File: src/hw/rtl/amas_pkg.sv
// shared types and constants for the alarm matcher with auto snooze
// no dependencies
`timescale 1ns / 1ps

package amas_pkg;

  localparam int MinuteW = 11;
  localparam int SecondW = 6;
  localparam int RingCntW = 4;
  localparam int TallyW = 8;
  localparam int CfgIdxW = 1;

  localparam logic [MinuteW-1:0] MINUTES_PER_DAY = 11'd1440;
  localparam logic [MinuteW-1:0] NO_MINUTE = 11'h7FF;
  localparam logic [SecondW-1:0] NO_SECOND = 6'h3F;
  localparam logic [MinuteW-1:0] MINUTES_PER_HOUR = 11'd60;
  localparam logic [RingCntW-1:0] RING_SECONDS = 4'd10;

  // configuration register indexes
  localparam logic [CfgIdxW-1:0] CFG_FIRST_ALARM = 1'b0;
  localparam logic [CfgIdxW-1:0] CFG_SECOND_ALARM = 1'b1;

  typedef struct packed {
    logic ringing;
    logic acknowledged;
    logic screen_drawn;
    logic [MinuteW-1:0] last_fired_minute;
    logic [MinuteW-1:0] snooze_minute;
    logic snooze_pending;
    logic [TallyW-1:0] snooze_tally;
    logic [RingCntW-1:0] ring_seconds;
    logic [SecondW-1:0] previous_second;
  } amas_state_t;

  typedef struct packed {
    logic buzzer_on;
    logic alarm_ringing;
    logic [MinuteW-1:0] ringing_minute;
    logic show_screen;
    logic auto_snoozed;
    logic dismissed;
    logic [TallyW-1:0] snoozes_so_far;
  } amas_result_t;

endpackage

File: src/hw/rtl/amas_if.sv
// valid/ready channel interfaces for clock samples and alarm results
// no dependencies
`timescale 1ns / 1ps

interface amas_in_if;
  logic valid;
  logic ready;
  logic [4:0] clock_hour;
  logic [5:0] clock_minute;
  logic [5:0] clock_second;
  logic dismiss_pressed;

  modport source (output valid, output clock_hour, output clock_minute,
                  output clock_second, output dismiss_pressed, input ready);
  modport sink (input valid, input clock_hour, input clock_minute,
                input clock_second, input dismiss_pressed, output ready);
endinterface

interface amas_out_if;
  logic valid;
  logic ready;
  logic buzzer_on;
  logic alarm_ringing;
  logic [10:0] ringing_minute;
  logic show_screen;
  logic auto_snoozed;
  logic dismissed;
  logic [7:0] snoozes_so_far;

  modport source (output valid, output buzzer_on, output alarm_ringing,
                  output ringing_minute, output show_screen, output auto_snoozed,
                  output dismissed, output snoozes_so_far, input ready);
  modport sink (input valid, input buzzer_on, input alarm_ringing,
                input ringing_minute, input show_screen, input auto_snoozed,
                input dismissed, input snoozes_so_far, output ready);
endinterface

File: src/hw/rtl/amas_step.sv
// next-state and result logic for one clock sample of the alarm matcher
// depends on amas_pkg
`timescale 1ns / 1ps

module amas_step import amas_pkg::*; (
  input  amas_state_t        state_cur,
  input  logic [MinuteW-1:0] first_alarm,
  input  logic [MinuteW-1:0] second_alarm,
  input  logic [MinuteW-1:0] now_minute,
  input  logic [SecondW-1:0] now_second,
  input  logic               pressed,
  output amas_state_t        state_nxt,
  output amas_result_t       result
);

  logic [MinuteW-1:0] now_inc;
  logic [MinuteW-1:0] snooze_wrap;

  // next minute, wrapped once at end of day
  assign now_inc = now_minute + 11'd1;
  assign snooze_wrap = (now_inc >= MINUTES_PER_DAY) ? (now_inc - MINUTES_PER_DAY) : now_inc;

  always_comb begin
    logic alarm_hit;
    logic snooze_hit;
    amas_state_t s;
    s = state_cur;
    result = '0;

    if (now_minute != s.last_fired_minute) begin
      s.acknowledged = 1'b0;
    end

    alarm_hit = (now_minute == first_alarm) || (now_minute == second_alarm);
    snooze_hit = s.snooze_pending && (now_minute == s.snooze_minute) && (now_second == '0);
    if (!s.ringing && !s.acknowledged && (alarm_hit || snooze_hit)) begin
      s.ringing = 1'b1;
      s.screen_drawn = 1'b0;
      s.snooze_pending = 1'b0;
      s.last_fired_minute = now_minute;
    end

    if (s.ringing) begin
      if (now_minute == first_alarm) begin
        result.ringing_minute = first_alarm;
      end else if (now_minute == second_alarm) begin
        result.ringing_minute = second_alarm;
      end else begin
        result.ringing_minute = s.snooze_minute;
      end

      if (!s.screen_drawn) begin
        s.screen_drawn = 1'b1;
        result.show_screen = 1'b1;
      end
      if (s.previous_second != now_second) begin
        s.previous_second = now_second;
        s.ring_seconds = s.ring_seconds + 4'd1;
      end

      // auto snooze wins over the switch
      if (s.ring_seconds >= RING_SECONDS) begin
        s.ringing = 1'b0;
        s.ring_seconds = '0;
        s.snooze_minute = snooze_wrap;
        s.snooze_pending = 1'b1;
        s.snooze_tally = s.snooze_tally + 8'd1;
        s.acknowledged = 1'b1;
        result.auto_snoozed = 1'b1;
      end else if (pressed) begin
        s.ringing = 1'b0;
        s.screen_drawn = 1'b0;
        s.acknowledged = 1'b1;
        result.dismissed = 1'b1;
      end
    end

    result.buzzer_on = s.ringing;
    result.alarm_ringing = s.ringing;
    result.snoozes_so_far = s.snooze_tally;
    state_nxt = s;
  end

endmodule

File: src/hw/rtl/alarm_match_with_auto_snooze_top.sv
// top level of the alarm matcher with auto snooze
// depends on amas_pkg, amas_if (amas_in_if, amas_out_if) and amas_step
`timescale 1ns / 1ps
//
//  channel   direction  carries                                      handshake
//  in_chan   sink       hour, minute, second, dismiss switch         valid/ready
//  out_chan  source     buzzer, ringing flag, shown minute, pulses   valid/ready
//  cfg_*     write      alarm minute registers, index 0 and 1        cfg_we only
//
// one request per cycle sustained while the result is taken; after accept,
// stage one registers minute of day (hour*60+minute), stage two runs the
// alarm state update and registers the result
// rst_n is synchronous and clears all alarm state and both valid flags
// a stalled result holds stage two; stage one still fills, so input stalls
// only when both stages are full and the result is not taken

module alarm_match_with_auto_snooze_top import amas_pkg::*; (
  input  logic               clk,
  input  logic               rst_n,
  amas_in_if.sink            in_chan,
  amas_out_if.source         out_chan,
  input  logic               cfg_we,
  input  logic [CfgIdxW-1:0] cfg_index,
  input  logic [MinuteW-1:0] cfg_wdata
);

  // configuration registers
  logic [MinuteW-1:0] first_alarm_r;
  logic [MinuteW-1:0] second_alarm_r;

  // stage one: registered sample
  logic               s1_valid_r;
  logic [MinuteW-1:0] s1_minute_r;
  logic [SecondW-1:0] s1_second_r;
  logic               s1_pressed_r;
  logic [MinuteW-1:0] s1_minute_nxt;

  // stage two: registered result
  logic               out_valid_r;
  amas_result_t       result_r;
  amas_result_t       result_nxt;

  // alarm state
  amas_state_t        state_r;
  amas_state_t        state_nxt;

  logic s1_go;
  logic in_take;

  // stage one moves on whenever the result slot is free or being emptied
  assign s1_go = s1_valid_r && (!out_valid_r || out_chan.ready);
  assign in_chan.ready = !s1_valid_r || s1_go;
  assign in_take = in_chan.valid && in_chan.ready;

  // minute of day, at most 31*60+63 so it fits eleven bits
  assign s1_minute_nxt = (MinuteW'(in_chan.clock_hour) * MINUTES_PER_HOUR)
                         + MinuteW'(in_chan.clock_minute);

  always_ff @(posedge clk) begin
    if (!rst_n) begin
      first_alarm_r <= '0;
      second_alarm_r <= '0;
    end else if (cfg_we) begin
      case (cfg_index)
        CFG_FIRST_ALARM: first_alarm_r <= cfg_wdata;
        CFG_SECOND_ALARM: second_alarm_r <= cfg_wdata;
        default: ;
      endcase
    end
  end

  always_ff @(posedge clk) begin
    if (!rst_n) begin
      s1_valid_r <= 1'b0;
    end else if (in_take) begin
      s1_valid_r <= 1'b1;
    end else if (s1_go) begin
      s1_valid_r <= 1'b0;
    end
  end

  always_ff @(posedge clk) begin
    if (in_take) begin
      s1_minute_r <= s1_minute_nxt;
      s1_second_r <= in_chan.clock_second;
      s1_pressed_r <= in_chan.dismiss_pressed;
    end
  end

  amas_step u_step (
    .state_cur    (state_r),
    .first_alarm  (first_alarm_r),
    .second_alarm (second_alarm_r),
    .now_minute   (s1_minute_r),
    .now_second   (s1_second_r),
    .pressed      (s1_pressed_r),
    .state_nxt    (state_nxt),
    .result       (result_nxt)
  );

  // state advances once per request, as it enters stage two
  always_ff @(posedge clk) begin
    if (!rst_n) begin
      state_r.ringing <= 1'b0;
      state_r.acknowledged <= 1'b0;
      state_r.screen_drawn <= 1'b0;
      state_r.last_fired_minute <= NO_MINUTE;
      state_r.snooze_minute <= NO_MINUTE;
      state_r.snooze_pending <= 1'b0;
      state_r.snooze_tally <= '0;
      state_r.ring_seconds <= '0;
      state_r.previous_second <= NO_SECOND;
    end else if (s1_go) begin
      state_r <= state_nxt;
    end
  end

  always_ff @(posedge clk) begin
    if (!rst_n) begin
      out_valid_r <= 1'b0;
    end else if (s1_go) begin
      out_valid_r <= 1'b1;
    end else if (out_chan.ready) begin
      out_valid_r <= 1'b0;
    end
  end

  always_ff @(posedge clk) begin
    if (s1_go) begin
      result_r <= result_nxt;
    end
  end

  assign out_chan.valid = out_valid_r;
  assign out_chan.buzzer_on = result_r.buzzer_on;
  assign out_chan.alarm_ringing = result_r.alarm_ringing;
  assign out_chan.ringing_minute = result_r.ringing_minute;
  assign out_chan.show_screen = result_r.show_screen;
  assign out_chan.auto_snoozed = result_r.auto_snoozed;
  assign out_chan.dismissed = result_r.dismissed;
  assign out_chan.snoozes_so_far = result_r.snoozes_so_far;

endmodule

File: src/flat_wrapper.sv
// flat-port wrapper written by rule: the top's interface ports become plain ports
module alarm_match_with_auto_snooze_top_flat import amas_pkg::*;
  (clk, rst_n, cfg_we, cfg_index, cfg_wdata, in_chan_valid, in_chan_clock_hour, in_chan_clock_minute, in_chan_clock_second, in_chan_dismiss_pressed, in_chan_ready, out_chan_valid, out_chan_buzzer_on, out_chan_alarm_ringing, out_chan_ringing_minute, out_chan_show_screen, out_chan_auto_snoozed, out_chan_dismissed, out_chan_snoozes_so_far, out_chan_ready);
  amas_in_if in_chan_i ();
  amas_out_if out_chan_i ();
  input  logic clk;
  input  logic rst_n;
  input  logic cfg_we;
  input  logic [CfgIdxW-1:0] cfg_index;
  input  logic [MinuteW-1:0] cfg_wdata;
  input wire logic [$bits(in_chan_i.valid)-1:0] in_chan_valid;
  input wire logic [$bits(in_chan_i.clock_hour)-1:0] in_chan_clock_hour;
  input wire logic [$bits(in_chan_i.clock_minute)-1:0] in_chan_clock_minute;
  input wire logic [$bits(in_chan_i.clock_second)-1:0] in_chan_clock_second;
  input wire logic [$bits(in_chan_i.dismiss_pressed)-1:0] in_chan_dismiss_pressed;
  output wire logic [$bits(in_chan_i.ready)-1:0] in_chan_ready;
  output wire logic [$bits(out_chan_i.valid)-1:0] out_chan_valid;
  output wire logic [$bits(out_chan_i.buzzer_on)-1:0] out_chan_buzzer_on;
  output wire logic [$bits(out_chan_i.alarm_ringing)-1:0] out_chan_alarm_ringing;
  output wire logic [$bits(out_chan_i.ringing_minute)-1:0] out_chan_ringing_minute;
  output wire logic [$bits(out_chan_i.show_screen)-1:0] out_chan_show_screen;
  output wire logic [$bits(out_chan_i.auto_snoozed)-1:0] out_chan_auto_snoozed;
  output wire logic [$bits(out_chan_i.dismissed)-1:0] out_chan_dismissed;
  output wire logic [$bits(out_chan_i.snoozes_so_far)-1:0] out_chan_snoozes_so_far;
  input wire logic [$bits(out_chan_i.ready)-1:0] out_chan_ready;
  assign in_chan_i.valid = in_chan_valid;
  assign in_chan_i.clock_hour = in_chan_clock_hour;
  assign in_chan_i.clock_minute = in_chan_clock_minute;
  assign in_chan_i.clock_second = in_chan_clock_second;
  assign in_chan_i.dismiss_pressed = in_chan_dismiss_pressed;
  assign in_chan_ready = in_chan_i.ready;
  assign out_chan_valid = out_chan_i.valid;
  assign out_chan_buzzer_on = out_chan_i.buzzer_on;
  assign out_chan_alarm_ringing = out_chan_i.alarm_ringing;
  assign out_chan_ringing_minute = out_chan_i.ringing_minute;
  assign out_chan_show_screen = out_chan_i.show_screen;
  assign out_chan_auto_snoozed = out_chan_i.auto_snoozed;
  assign out_chan_dismissed = out_chan_i.dismissed;
  assign out_chan_snoozes_so_far = out_chan_i.snoozes_so_far;
  assign out_chan_i.ready = out_chan_ready;
  alarm_match_with_auto_snooze_top u_core (.clk(clk), .rst_n(rst_n), .in_chan(in_chan_i), .out_chan(out_chan_i), .cfg_we(cfg_we), .cfg_index(cfg_index), .cfg_wdata(cfg_wdata));
endmodule
File: config.mk
export PLATFORM = sky130hd
export DESIGN_NAME = alarm_match_with_auto_snooze_top_flat
export DESIGN_NICKNAME = d
export VERILOG_FILES = /design/src/hw/rtl/amas_pkg.sv /design/src/hw/rtl/amas_if.sv /design/src/hw/rtl/amas_step.sv /design/src/hw/rtl/alarm_match_with_auto_snooze_top.sv /design/src/flat_wrapper.sv
export SDC_FILE = /design/constraint.sdc
export NUM_CORES = 1
export LEC_CHECK = 0
export ABC_AREA = 1
export BUFFER_PORTS_ARGS = -buffer_cell sky130_fd_sc_hd__clkbuf_2
export CAP_MARGIN = 20
export CORE_MARGIN = 2
export CORE_UTILIZATION = 45
export DETAILED_ROUTE_END_ITERATION = 10
export HOLD_SLACK_MARGIN = 0.06
export SYNTH_ARGS = -nofsm -noshare
export SYNTH_HDL_FRONTEND = slang
export SYNTH_SLANG_ARGS = --single-unit
File: constraint.sdc
create_clock -name clk -period 3.6 [get_ports clk]
set_input_delay 0.54 -clock clk [delete_from_list [all_inputs] [get_ports clk]]
set_output_delay 0.54 -clock clk [all_outputs]
set_load 0.02 [all_outputs]
# == After elaboration in Yosys (flattened, before gate mapping) ==
# Cells that the tools add are included.
# totals
regBits,109
input_bits,35
out_inout_bits,26
elab_cells,84
# classes
add_sub_neg,5
n_mul,1
magnitude_cmp,2
eq_ne,6
mux,22
n_bitwise,2
n_reduce_logical,24
# ops
op,n
$eq 11x11->1,3
$mux 11,3
$mux 10,2
$mux 19,1
$mux 13,1
$mux 12,1
$add 11x1->11 const B,1
$add 11x6->11,1
$ge 11x11->1 const B,1
$mux 1,11
$ne 11x11->1,1
$sub 11x11->11 const B,1
$mul 5x4->9 const B,1
$add 8x1->8 const B,1
$reduce_and 2->1,4
$logic_and 1x1->1,6
$logic_not 6->1,1
$mux 3,2
$ne 6x6->1,1
$reduce_and 3->1,2
$add 4x1->4 const B,1
$ge 4x4->1 const B,1
$logic_not 1->1,4
$logic_or 1x1->1,4
5 further kinds,7

# == Logic depth before layout (Yosys ltp) ==
# Gate-level depths: netlist (run 1).
# logic_depth
word_depth,10
depth_mapped,17
mapped_depth_nobuf,15

# == By module ==
# Synthesis (run 1) repeated with hierarchy kept, for this count alone.
# hier_totals
cells_unflattened,996
area_unflattened_um2,7094.3
# modules_own_cells
module,n_inst,cells_per_inst,area_per_inst_um2,seq_area_each_um2
alarm_match_with_auto_snooze_top,1,465,4395.5,2622.5
amas_step,1,531,2698.8,0.0

# == Worst setup path before layout (run 1) ==
# Ideal clock, no wire load.
# synth_path
path_kind,input -> register
startpoint,in in_chan_clock_hour[0]
endpoint,"reg u_core.s1_minute_r[10], data pin"
setup_time_ns,0.263
t_arrival_ns,2.964
required_ns,3.337
path_slack_ns,0.374
cell_stages,12
path_buffers,0
path_cell_list,fa_1 inv_1 fa_1 fa_1 inv_1 ha_1 a21oi_1 nor2_1 nand2_1 nor2_1 nand2_1 xor2_1
# synth_between
elab_chain_cells,2
# synth_lines
element,line_no,rtl
start: declaration,flat_wrapper.sv:12,input wire logic [$bits(in_chan_i.clock_hour)-1:0] in_chan_clock_hour;
$mul 5x4->9,alarm_match_with_auto_snooze_top.sv:56,assign s1_minute_nxt = (MinuteW'(in_chan.clock_hour) * MINUTES_PER_HOUR)
$add 11x6->11,alarm_match_with_auto_snooze_top.sv:57,+ MinuteW'(in_chan.clock_minute);
via u_core.s1_minute_nxt[10],alarm_match_with_auto_snooze_top.sv:36,logic [MinuteW-1:0] s1_minute_nxt;
end signal: assignment,alarm_match_with_auto_snooze_top.sv:84,s1_minute_r <= s1_minute_nxt;
end: declaration,alarm_match_with_auto_snooze_top.sv:33,logic [MinuteW-1:0] s1_minute_r;
# The timed path passes the listed nets, and every way through them passes these cells.
# A chain may end at the register's enable or synchronous reset.

# == Final worst setup path (run 1) ==
# Ends and elaborated chain as after synthesis.

==> summary.md, run 1 <==
| Metric | Value |
|---|---|
| # diodes | 0 |
| Layout cells sized above 1 | approximately an eighth |
| Routed wire length | 14,300 um |
| Die Area | 15,500 sq um |
| Delay-heaviest family, CP | adder cells |
| Initial antenna violation count | 0 |
| Post-CTS Setup Bufs | 0 |
| First-pass GRT wire length | approximately 24,000 um |
| # resized after CTS | 0 |
| Critical Path RT | between 3 and 4 ns |
| Pwr dens | between 400 and 500 nW/um^2 |
| Final Max Tran Viols | 0 |
| Remaining Overflow, GRT | 0 |
| Seq/Total Area, Yosys | roughly two fifths |
| Clock skew | 0.00716 ns |
| Max-cap violations | 0 |
| Kind of critical path | primary input to flip-flop |
| Pwr Total | 3.27 mW |
| Syn Area/Cell | 7.60 sq um |
| GRT Total Usage | 19.2% |
| Clock Sinks | ~110 |
| TNS Setup | 0 ns |
| Clock Tree Root | clkbuf_16 |
| Crit path largest cell delay | 0.56 ns |
| Post-route ant nets | 0 |
| Synth Instances | 859 |
| Slew HR | 43.7% |
| Wire per inst | between 10 and 15 um |
| Number of synthesized register bits | between 100 and 150 |
| Crit path arrival time | around 3.2 ns |
| Worst Path Buf+Inv | 3 |
| Worst hold path class | primary input to flip-flop |
| Initial Utilization | between 40 and 50% |
| Iteration-0 DRC Markers | 367 |
| H-Tree Depth | 3 |
| Die Width | around 120 um |
| Placed cell areas | 6910 sq um |
| Clock Path Buffers | 2 |
| Final Setup Violations | 0 |
| Vias in the first global route | about 5k |
| Final hold vios | 0 |
| Fin crit period | a little over 3 ns |
| Filler cells | 1,434 |
| First-pass DRT Iterations | 5 |
| CTS tree | done |
| CTS Buf Count | 9 |
| HPWL after DPL | 10,300 um |
| Yosys cell types | 36 |
| Cell area after synthesis | 6530 sq um |
| CTS Hold Bufs | 0 |
| Critical-path cell list | clkbuf_2 -> fa_1 -> inv_1 -> fa_1 -> fa_1 -> inv_1 -> ha_1 -> a21oi_1 -> nor2_1 -> nand2_1 -> nor2_1 -> nand2_1 -> xor2_1 |
| Top Usage Layer GRT | met2 |
| Worst ir drop on vdd | about 0.00029 V |
| Final worst slack | 0.527 ns |
| Clock latency on the worst-skew pair | 0.36 ns |
| Post-synth top cells | nand2_1 (231), inv_1 (110), dfxtp_1 (68) |
| Dominant cell by count in the synthesized netlist | nand2_1 |
| CP max-delay cell | fa_1 |
| Period Utilization, post-route | between 80% and 90% |
| Fmax | ~0.33 GHz |
| GRT met3 Usage | 2.66% |
| IO Pins | 61 |
| Port buffer count | 60 |
| Crit path launch type | primary input |
| Register Area | 2590 sq um |
| Vias | 5,378 |
| Worst-margin pin slew | 0.844 ns |
| Run status | finished clean |
| GPL Wtd Cong | 0.848 |
| Post-synth EDFFs | 41 |
| Largest cells by area after synthesis | dfxtp_1 (21%), edfxtp_1 (19%), nand2_1 (13%) |
| Die Y | 124 um |
| Largest net degree at the start of global routing | 32 |
| Net count after synthesis | 923 |
| Asr flop ratio synth | 0% |
| Core area | 14,400 sq um |
| Top-area cell type share of the netlist area | 20.9% |
| Yosys warnings | 0 |
| Vias per inst | 4.93 |
| Drc violations | 0 |
| Unrepaired setup endpoints after global routing | no |
| CP most frequent cell | fa_1 |
| Row cnt | 44 |
| GR Util met1 | 26.5% |
| Leakage | 3.52 nW |
| Multi-input logic area | 3260 sq um |
| Clk slew on worst S/H paths | 0.07 ns |
| Synth area leader | dfxtp_1 |
| Final nets | roughly 970 |
| Worst Setup End Kind | flip-flop |
| M2 GR Usage | 30.7% |
| Top_reg_cell synth | dfxtp_1 |
| Area Growth Syn to Fin | 10.1% |
| Post-route cell area | 7190 sq um |
| Crit path max fanout | 3 |
| Worst slack at placement | 0.140 ns |
## path summary, 6_finish.rpt
check	startpoint	end	slack [ns]	depth (start not counted)
worst max-delay path	in_chan_clock_hour[0]	u_core.s1_minute_r[10]$_DFFE_PP_	0.53	13
worst min-delay path	in_chan_clock_second[3]	u_core.s1_second_r[3]$_DFFE_PP_	0.35	1
worst max register to register	u_core.s1_minute_r[0]$_DFFE_PP_	u_core.state_r[28]$_SDFFE_PN1P_	1.01	12
worst min register to register	u_core.state_r[41]$_SDFFE_PN0P_	u_core.state_r[41]$_SDFFE_PN0P_	0.47	2
## flip-flops by register name (all words and copies together) (netlist names), 6 cells and up
name                            flops
u_core.first_alarm_r               11
u_core.out_chan.snoozes_so_far      8
u_core.state_r                     44
u_core.s1_minute_r                 11
u_core.second_alarm_r              11
u_core.s1_second_r                  6
u_core.out_chan.ringing_minute     11
## logic make-up (layout without fill, tap and decap cells)
| family | count (synthesis) | after routing | share of synthesized area [%] |
|---|---|---|---|
| AO/OA/AOI/OAI | 103 | 103 | 8.97 |
| flip-flops | 109 | 109 | 39.7 |
| AND/OR/NAND/NOR | 406 | 406 | 27.2 |
| adder cells (fa/ha/maj) | 29 | 29 | 6.48 |
| buffers and inverters | 158 | 205 | 10.3 |
| XOR/XNOR | 54 | 54 | 7.36 |
## power by group
group,switching [mW],internal (mW),total (mW)
registers,0.114,1.37,1.49
clock network,0.470,0.472,0.942
logic,0.509,0.333,0.843
total,1.09,2.18,3.27
## per-layer routing
metal  vias up  wire length, um
li1       2832                -
met1      2450             7130
met2        79             6420
met3        17              435
met4         0              290
met5         -                0
## stage by stage
stage / hold WS [ns] / utilization [%] / cells
after global routing: 0.338 / 50.0 / 1090
after detailed placement: 0.457 / 48.1 / 1074
after floorplan: 0.436 / - / 859
final: 0.349 / 50.0 / 1090
after CTS: 0.340 / 50.0 / 1090
after global placement: 0.448 / 48.1 / 1074
## cells in the final DEF, fill, tap and decap left out, types with 27 or more instances in the layout
cell,n
edfxtp_1,41
xnor2_1,27
nand2_1,231
nor2_1,66
inv_1,109
a21oi_1,32
nand3_1,63
clkbuf_2,60
dfxtp_1,68
o21ai_0,45
## final cells by class
class                      instances  share of cell area [%]
clock buffer                       9                    3.13
clock inverter                     7                   0.731
inverter                         120                    6.30
multi-input combinational        592                    45.4
sequential                       109                    36.1
tap                              184                    3.20
timing repair buffer              69                    5.12
Power figures use the tool's default switching activity.
==> run 2, diff against run 1 <==
- CORE_ASPECT_RATIO: unset -> 1.25
- CORE_UTILIZATION: 45 -> 25
==> summary.md, run 2 (synthesis gave the netlist of run 1 again) <==
| Metric | Value |
|---|---|
| Die Y | 185 um (+48%) |
| Die Area | 27,400 sq um (+77%) |
| Final Setup Violations | 0 (unchanged) |
| Area Growth Syn to Fin | 12.7% |
| Crit path arrival time | 3.23 ns (+0.05 ns) |
| Final hold vios | 0 (unchanged) |
| P_sw | 1.10 mW (+0.22%) |
| Logic pwr share | 25.1% (-0.6 points) |
| Drc violations | 0 (unchanged) |
| Post-CTS Setup Bufs | 0 (unchanged) |
| Period Utilization, post-route | 86.8% (+1.5 points) |
| Worst ir drop on vdd | 0.000185 V (-35%) |
| TNS Setup | 0 ns (unchanged) |
| Pint | 2.18 mW (about the same) |
| Clock Path Buffers | 2 (unchanged) |
| Fmax | 0.320 GHz (-1.7%) |
| Vias in the first global route | 5,068 (+1.8%) |
| GPL Wtd Cong | 0.805 (-5.1%) |
| GRT Total Usage | 11.3% (-8.0 points) |
| Worst Setup End Kind | flip-flop |
| Final nets | 962 (-0.31%) |
| Initial Utilization | 25.3% (-20 points) |
| Iteration-0 DRC Markers | 297 (-19%) |
| Worst hold path class | primary input to flip-flop |
| Initial antenna violation count | 0 (unchanged) |
| Worst-margin pin slew | 0.833 ns (-0.0108 ns) |
| Unrepaired setup endpoints after global routing | no |
| Crit path launch type | primary input |
| Clock skew | 0.00829 ns (+0.00113 ns) |
| Run status | finished clean |
| Row cnt | 66 (+50%) |
| Clock Sinks | 109 (unchanged) |
| Placed cell areas | 7080 sq um (+2.5%) |
| # diodes | 0 (unchanged) |
| Port buffer count | 60 (unchanged) |
| Crit path max fanout | 3 (unchanged) |
| Clock latency on the worst-skew pair | 0.35 ns (about the same) |
| Post-route ant nets | 0 (unchanged) |
| Switching Share | 33.5% (+0.069 points) |
| Slew HR | 44.4% (+0.72 points) |
| Vias | 5,407 (+0.54%) |
| IO Pins | 61 (unchanged) |
| Max-cap violations | 0 (unchanged) |
| Layout cells sized above 1 | 12.6% (-0.40 points) |
| Core area | 25,800 sq um (+80%) |
| Share of total power in sequential cells | 46.1% (+0.6 points) |
| Wire per inst | 12.2 um (-7.1%) |
| Commonest non-fill, non-tap cells in the layout | nand2_1 (231), inv_1 (109), dfxtp_1 (68) |
| Critical Path RT | 3.70 ns (about the same) |
| H-Tree Depth | 3 (unchanged) |
| Vias per inst | 4.35 (-12%) |
| Remaining Overflow, GRT | 0 (unchanged) |
| First-pass GRT wire length | 24,700 um (+1.2%) |
| Clock power share | 28.9% (about the same) |
| Leakage | 3.50 nW (-0.57%) |
| Final Max Tran Viols | 0 (unchanged) |
| HPWL after DPL | 11,300 um (+10%) |
| Reg with most FFs | u_core.state_r |
| Routed wire length | 15,100 um (+6.0%) |
| CTS Hold Bufs | 0 (unchanged) |
| Post-route cell area | 7360 sq um (+2.4%) |
| Final hold slack | 0.360 ns (+0.0101 ns) |
| Clock Tree Root | clkbuf_16 |
| First-pass DRT Iterations | 5 (unchanged) |
| Die Width | 149 um (+19%) |
| Largest net degree at the start of global routing | 33 (+3.1%) |
| Fin crit period | 3.13 ns (+0.0532 ns) |
| Pwr dens | 445 nW/um^2 (-2.3%) |
| Commonest non-fill, non-tap cell in the layout | nand2_1 |
| # resized after CTS | 0 (unchanged) |
| Clk slew on worst S/H paths | 0.07 ns (about the same) |
| CTS tree | done |
| Kind of critical path | primary input to flip-flop |
| Max reg flops | 44 (unchanged) |
| CTS Buf Count | 9 (unchanged) |
-- run 2: metal layers --
metal,GRT usage [%],routed length [um]
met5,0,0
met4,3.35,246
met3,1.76,438
met2,20.6,7700
met1,13.5,6740
-- run 2: per-stage QoR --
step	utilization (%)	setup slack, ns	std cells	power [mW]
floorplan	-	0.374	859	2.18
global placement	27.4	0.146	1227	2.35
detailed placement	27.4	0.100	1227	2.36
CTS	28.5	0.470	1243	3.31
global route	28.5	0.328	1243	3.48
finish	28.5	0.474	1243	3.27
-- run 2: worst paths after layout --
path / end / cells past startpoint / slack (ns) / startpoint
setup / recovery: u_core.s1_minute_r[10]$_DFFE_PP_ / 13 / 0.47 / in_chan_clock_hour[0]
hold / removal: u_core.s1_second_r[1]$_DFFE_PP_ / 1 / 0.36 / in_chan_clock_second[1]
setup reg to reg: u_core.state_r[24]$_SDFFE_PN1P_ / 12 / 1.08 / u_core.s1_minute_r[0]$_DFFE_PP_
hold reg to reg: u_core.state_r[41]$_SDFFE_PN0P_ / 2 / 0.46 / u_core.state_r[41]$_SDFFE_PN0P_
-- run 2: layout make-up --
| cell class | count | area [sq um] |
|---|---|---|
| well taps | 340 | 425 |
| flip-flops and latches | 109 | 2590 |
| inverters | 120 | 453 |
| multi-input cells | 592 | 3260 |
| repair buffers | 66 | 345 |
| clock buffers | 10 | 229 |
| clock inverters | 6 | 47.5 |
| fillers | 2816 | 18500 |
-- run 2: power groups by stage --
stage / Sequential, mW / Clock, mW / Combinational [mW]
finish: 1.51 / 0.945 / 0.820
global placement: 1.53 / 0 / 0.810
global route: 1.52 / 1.02 / 0.946
detailed placement: 1.54 / 0 / 0.825
floorplan: 1.45 / 0 / 0.736
CTS: 1.51 / 0.974 / 0.831
-- run 2: worst max-delay path: stages --
cell and delay [ns]:
clkbuf_2 0.12, fa_1 0.56, inv_1 0.05, fa_1 0.48
fa_1 0.50, inv_1 0.04, ha_1 0.32, a21oi_1 0.10
nor2_1 0.11, nand2_1 0.09, nor2_1 0.09, nand2_1 0.07
xor2_1 0.16
